$ cat src/hw/rtl/pnc_pkg.sv
// Package for the palette nearest-color match block.
// Holds shared widths, operation and register codes, and the controller/datapath structs.
// No dependencies.
`default_nettype none

package pnc_pkg;

  // Default palette depth
  localparam int PALETTE_ENTRIES_DEF = 256;

  // Field and bus widths
  localparam int OP_W        = 2;
  localparam int INDEX_W     = 8;
  localparam int COMP_W      = 16;
  localparam int CHAN_W      = 8;
  localparam int COLOR_W     = 24;
  localparam int NATIVE_W    = 16;
  localparam int DIST_W      = 18;
  localparam int IN_DATA_W   = 96;
  localparam int OUT_DATA_W  = 32;
  localparam int CFG_INDEX_W = 1;
  localparam int CFG_DATA_W  = 18;

  // Register reset values and fixed answers
  localparam logic [DIST_W-1:0]  MATCH_LIMIT_RESET = 18'd1024;
  localparam logic [INDEX_W-1:0] NO_MATCH_INDEX    = 8'd255;
  localparam logic [INDEX_W-1:0] REV_CLAMP_INDEX   = 8'd255;

  // Operation codes (code 3 is unused and ignored)
  typedef enum logic [OP_W-1:0] {
    OP_WRITE   = 2'd0,
    OP_MATCH   = 2'd1,
    OP_REVERSE = 2'd2
  } op_t;

  // Configuration register indexes
  typedef enum logic [CFG_INDEX_W-1:0] {
    REG_ENABLE = 1'd0,
    REG_LIMIT  = 1'd1
  } reg_idx_t;

  // Source of the result item loaded into the output register
  typedef enum logic [1:0] {
    OUT_ZERO  = 2'd0,
    OUT_MATCH = 2'd1,
    OUT_REV   = 2'd2
  } out_sel_t;

  // Controller to datapath commands
  typedef struct packed {
    logic     accept;    // input item taken this cycle
    logic     clear_wr;  // clearing pass: write zero at scan address
    logic     scan_rd;   // match scan: read at scan address
    logic     sel_rev;   // read address from reverse-lookup register
    logic     cap_rev;   // capture read data as reverse color
    logic     out_load;  // load output register
    out_sel_t out_sel;
  } pnc_cmd_t;

  // Datapath to controller status
  typedef struct packed {
    logic scan_last;   // scan address is the last entry
    logic pipe_empty;  // distance pipeline drained
    logic out_free;    // output register can take an item
    logic enabled;     // palette_enabled register
  } pnc_stat_t;

endpackage

`default_nettype wire

$ cat src/hw/rtl/pnc_ctrl.sv
// Controller state machine for the palette nearest-color match block.
// Depends on pnc_pkg; drives the datapath through pnc_cmd_t and reads pnc_stat_t.
`default_nettype none

module pnc_ctrl
  import pnc_pkg::*;
(
  input  wire logic      clk,
  input  wire logic      rst,
  input  wire logic      in_valid,
  input  wire op_t       op,
  input  wire pnc_stat_t stat,
  output logic           in_ready,
  output pnc_cmd_t       cmd
);

  typedef enum logic [8:0] {
    ST_CLEAR     = 9'b0_0000_0001,
    ST_IDLE      = 9'b0_0000_0010,
    ST_SCAN      = 9'b0_0000_0100,
    ST_DRAIN     = 9'b0_0000_1000,
    ST_REV_ADDR  = 9'b0_0001_0000,
    ST_REV_DATA  = 9'b0_0010_0000,
    ST_FIN_MATCH = 9'b0_0100_0000,
    ST_FIN_REV   = 9'b0_1000_0000,
    ST_FIN_ZERO  = 9'b1_0000_0000
  } state_t;

  state_t state, state_next;

  // State register; reset starts the clearing pass
  always_ff @(posedge clk) begin
    if (rst) begin
      state <= ST_CLEAR;
    end else begin
      state <= state_next;
    end
  end

  // Next state and commands
  always_comb begin
    state_next   = state;
    in_ready     = 1'b0;
    cmd          = '0;
    cmd.out_sel  = OUT_ZERO;
    unique case (state)
      ST_CLEAR: begin
        cmd.clear_wr = 1'b1;
        if (stat.scan_last) state_next = ST_IDLE;
      end
      ST_IDLE: begin
        in_ready = 1'b1;
        if (in_valid) begin
          cmd.accept = 1'b1;
          case (op)
            OP_MATCH:   state_next = stat.enabled ? ST_SCAN : ST_FIN_ZERO;
            OP_REVERSE: state_next = stat.enabled ? ST_REV_ADDR : ST_FIN_ZERO;
            default:    state_next = ST_IDLE;
          endcase
        end
      end
      ST_SCAN: begin
        cmd.scan_rd = 1'b1;
        if (stat.scan_last) state_next = ST_DRAIN;
      end
      ST_DRAIN: begin
        if (stat.pipe_empty) state_next = ST_FIN_MATCH;
      end
      ST_REV_ADDR: begin
        cmd.sel_rev = 1'b1;
        state_next  = ST_REV_DATA;
      end
      ST_REV_DATA: begin
        cmd.cap_rev = 1'b1;
        state_next  = ST_FIN_REV;
      end
      ST_FIN_MATCH: begin
        cmd.out_sel = OUT_MATCH;
        if (stat.out_free) begin
          cmd.out_load = 1'b1;
          state_next   = ST_IDLE;
        end
      end
      ST_FIN_REV: begin
        cmd.out_sel = OUT_REV;
        if (stat.out_free) begin
          cmd.out_load = 1'b1;
          state_next   = ST_IDLE;
        end
      end
      ST_FIN_ZERO: begin
        cmd.out_sel = OUT_ZERO;
        if (stat.out_free) begin
          cmd.out_load = 1'b1;
          state_next   = ST_IDLE;
        end
      end
      default: begin
        state_next = ST_CLEAR;
      end
    endcase
  end

endmodule

`default_nettype wire

$ cat config.mk
export PLATFORM = sky130hd
export DESIGN_NAME = pnc_ctrl
export DESIGN_NICKNAME = d
export VERILOG_FILES = /design/src/hw/rtl/pnc_pkg.sv /design/src/hw/rtl/pnc_ctrl.sv
export SDC_FILE = /design/constraint.sdc
export NUM_CORES = 1
export LEC_CHECK = 0
export ABC_AREA = 0
export BUFFER_PORTS_ARGS = -buffer_cell sky130_fd_sc_hd__buf_2
export CAP_MARGIN = 20
export CORE_MARGIN = 8
export CORE_UTILIZATION = 52
export CTS_CLUSTER_DIAMETER = 120
export DETAILED_ROUTE_END_ITERATION = 8
export MAX_ROUTING_LAYER = met4
export PLACE_DENSITY = 0.77
export SLEW_MARGIN = 20
export SYNTH_ARGS = -nofsm -noshare
export SYNTH_HDL_FRONTEND = slang
export SYNTH_SLANG_ARGS = --single-unit
$ cat constraint.sdc
create_clock -name clk -period 2.3 [get_ports clk]
set_clock_uncertainty 0.1 [all_clocks]
set_input_delay 0.46 -clock clk [delete_from_list [all_inputs] [get_ports clk]]
set_output_delay 0.46 -clock clk [all_outputs]
set_load 0.005 [all_outputs]
### Word-level counts from Yosys, hierarchy flattened

Index checks and enable logic that the tools add are counted.

* eq/ne operators: 16
* muxes and demuxes: 18
* reductions and logical operators: 2

Operator list (count)
* two-way mux 9 bit: 7
* case mux 9 bit (7 select lines): 1
* case mux 9 bit (2 select lines): 1
* == test 9 x 1 -> 1 bit, second input constant: 1
* == test 9 x 2 -> 1 bit, second input constant: 1
* == test 9 x 3 -> 1 bit, second input constant: 1
* == test 9 x 4 -> 1 bit, second input constant: 1
* == test 9 x 5 -> 1 bit, second input constant: 1
* == test 9 x 6 -> 1 bit, second input constant: 1
* == test 9 x 7 -> 1 bit, second input constant: 1
* == test 9 x 8 -> 1 bit, second input constant: 1
* == test 9 bit, second input constant: 1
* case mux 3 bit (3 select lines): 1
* two-way mux 1 bit: 8
* inequality test 2 bit, second input constant: 4
* AND reduction 5 bit: 1
* OR reduction 3 bit: 1
* == test 2 x 1 -> 1 bit, second input constant: 1
* == test 2 bit, second input constant: 1
* inequality test 2 x 1 -> 1 bit, second input constant: 1

* register bits after elaboration: 9
* output and inout port bits: 9
* word-level logic and storage cells: 37

### Longest topological paths before layout

* depth after elaboration: 4
* gate-level depth with buffers: 6
* depth with buffers taken out: 5

### Worst setup path after synthesis

Ideal clock, no wire load.

* path type: flip-flop to output port
* start point: register state[6]
* end point: output cmd[4] in the netlist's numbering
* data arrival time: 1.167 ns
* path slack: 0.573 ns
* stages on the path, launching flop included: 5
* cell sequence: dfxtp_1 > buf_6 > nor4_2 > nand2_1 > nor3b_1

RTL lines
* start, declared: line pnc_ctrl.sv:29 `state_t state, state_next;`
* start signal, assigned: line pnc_ctrl.sv:36 `state <= state_next;`
* end, declared: line pnc_ctrl.sv:14 `output pnc_cmd_t cmd`

==> results.md <==
* Cell count after synthesis at 98
* Final WL at between 1500 and 2000 µm
* First DRT Iteration DRCs at 14
* Pwr Density at roughly 550 nW/µm²
* Largest net degree at the start of global routing at 14
* Clk Latency, worst-skew pair at between 0.2 and 0.3 ns
* Share of Yosys cell area claimed by the top area cell type at 0.228
* Main synth FF type: dfxtp_1
* Wire length per cell at about 13 µm
* Area delta synth->final at 11.7%
* I/O pin cnt at 18
* CTS max path bufs at 2
* DP Cell Count at between 100 and 150
* Final hold slack at ~0.35 ns
* Hold Path Depth at 3
* CP arrival at around 1.6 ns
* TritonCTS buffer count at 3
* Largest register by flop count: state
* Buffers added on ports at 17
* Vias/cell at between 5 and 6
* Final std cells w/o fill at between 100 and 150
* Synth top area cells: dfxtp_1, o21ai_0, xor2_1
* FF+latch count, synth at 9
* # H-tree levels at 1
* Clk slew on worst S/H paths at 0.06 ns
* Critical path's top delay family: simple AND/OR/NAND/NOR gates
* Ys Warns at 0
* Critical Path, Cell by Cell: nor3_2 > nand2_1 > nor4b_1 > buf_2
* CP max stage delay at 0.41 ns
* GP Congestion at roughly 0.84
* Worst relative slew slack at 0.656
* CTS tree: built
* Post-Syn Area at 791 µm²
* Critical R2R Capture: state[6]$_SDFFE_PP0P_
* Starting Density at 0.537
* Hold Crit Start: stat[0]
* Startpoint Class: flip-flop
* Clock Root Buffer: clkbuf_4
* Critical path endpoint category: output pin
* Crit Path Max Fanout at 6
* FF-to-FF Start: state[7]$_SDFFE_PP0P_
* CP Class: reg -> out
* Die width at approximately 55 µm
* Initial antenna violation count at 0
* FF-to-FF setup slack at between 0.2 and 0.3 ns
* WHS Endpoint: state[4]$_SDFFE_PP0P_
* Setup ws final at roughly 0.13 ns
* Die span in y at between 50 and 60 µm
* Worst R2R Path Depth at 5
* Final Net Count at approximately 120
* Total GRT Usage at 0.131
* Setup TNS at 0 ns
* Post-CTS setup buffers at 0
* Synth async-reset ratio at 0
* CP max-delay cell: nor3_2
* Synth area leader: dfxtp_1
* Synthesized net count at roughly 110
* Buf/Inv on CP at 1
* Largest registers: state x9
* Core Area at 1470 µm²
* # DRC at 0
* Min Tclk post-route at about 2.2 ns
* Syn Area/Cell at slightly above 8 µm²
* Drt first pass iters at 6
* Ant. Diodes at 0
* Placed Area at around 850 µm²
* EDFF count, synth at 0
* Max FFs per register at 9
* Proportion of layout cells with a drive suffix above 1 at 0.295
* Total power draw at between 0.4 and 0.5 mW
* Final core utilization at 0.600
* Grt ovf at 0
* Cell variety after synth at 39
* Final Instance Area at between 800 and 900 µm²
* Maximum vdd drop at 340 µV
* First-pass GRT wire length at 2840 µm
* ANT nets after route at 0
* Most common cell in the netlist: nor2_1
* FMAX at approximately 0.46 GHz
* RSZ-0062 raised after global routing: false
* Tcrit/Tclk final at 0.945
* HP Class: in -> reg
* Worst Tran Pin Value at around 0.52 ns
* Post-synth top cells: nor2_1, o21ai_0, dfxtp_1, nand2_1
* Part of the Yosys area used for sequential elements at 0.228
* Die ar. at between 3000 and 4000 µm²
* Status: finished clean
* Vias in the first global route at 676
* Final hold viol count at 0
* Max-Cap Viols at 0
* Cell row count at 14
* Max-slew violations at 0
* Post-Place Setup Slack at about 0.32 ns
* Dpl hpwl at around 1300 µm
* CTS sink count at 9
* WP data required at 1.74 ns
* Lkg Pwr at ~0.37 nW
* # setup viols final at 0
* Via Count at between 700 and 800
[where the power goes]
group | leakage, nW | internal [mW] | switching [mW] | total (mW)
Clock | 0.0150 | 0.0668 | 0.0543 | 0.121
Combinational | 0.285 | 0.0814 | 0.0881 | 0.170
Sequential | 0.0735 | 0.165 | 0.0268 | 0.192
Total | 0.373 | 0.313 | 0.169 | 0.482
[layout make-up]
type	count	area [µm²]
Fill cell	141	588
Multi-Input combinational cell	77	552
Sequential cell	9	181
Timing Repair Buffer	17	85.1
Clock buffer	4	26.3
Tap cell	16	20.0
Inverter	5	18.8
[logic make-up (layout without fill, tap and decap cells)]
logic type	after synthesis	after routing	share of synthesized area
compound gates	20	20	0.172
xor+xnor	5	5	0.0554
fa+ha+maj	2	2	0.0316
buf+inv	12	26	0.0854
flops	9	9	0.228
mux	2	2	0.0253
simple gates	48	48	0.402
[per-layer routing]
| layer | up-vias | part of all wire | GRT usage |
|---|---|---|---|
| met3 | 4 | 0.053 | 0.0187 |
| met1 | 327 | 0.48 | 0.155 |
| met4 | 0 | 0.010 | 0.0760 |
| li1 | 377 | - | - |
| met2 | 22 | 0.46 | 0.206 |
| met5 | - | 0 | - |
[placed cells by master (no fill, tap or decap), types with 2 or more instances in the layout]
cell,n
nand3b_1,2
and4b_1,2
ha_1,2
nor4_4,2
nor2_1,11
nor4b_1,2
a21oi_1,4
nor2b_1,2
xor2_1,5
nand2_1,9
o21ai_0,10
inv_1,5
dfxtp_1,8
nor3_1,3
buf_2,17
clkbuf_4,3
mux2i_1,2
nand3_1,3
[worst register-to-register path, stage by stage (launching register included)]
cell and delay [ns]:
dfxtp_1 0.63, xor2_1 0.16, o21ai_2 0.26, o221ai_4 0.19, or4b_1 0.49, a21oi_1 0.14
[how the worst max path moves through the flow]
| stage | start | to | slack [ns] | cells past startpoint |
|---|---|---|---|---|
| after CTS | state[6]$_SDFFE_PP0P_ | cmd[4] | 0.06 | 4 |
| after detailed placement | state[8]$_SDFFE_PP0P_ | state[6]$_SDFFE_PP0P_ | 0.32 | 5 |
| after global placement | state[7]$_SDFFE_PP0P_ | state[6]$_SDFFE_PP0P_ | 0.35 | 5 |
| after floorplan | state[6]$_SDFFE_PP0P_ | cmd[4] | 0.57 | 4 |
| after global routing | state[7]$_SDFFE_PP0P_ | cmd[4] | 0.006 | 4 |
| final | state[5]$_SDFFE_PP0P_ | cmd[1] | 0.13 | 4 |
[repair_timing]
item / in CTS / in global routing
resized for setup: 0 / 2
setup endpoints to repair: 0 / 1
hold buffers: 0 / 0
Power figures use the tool's default switching activity.
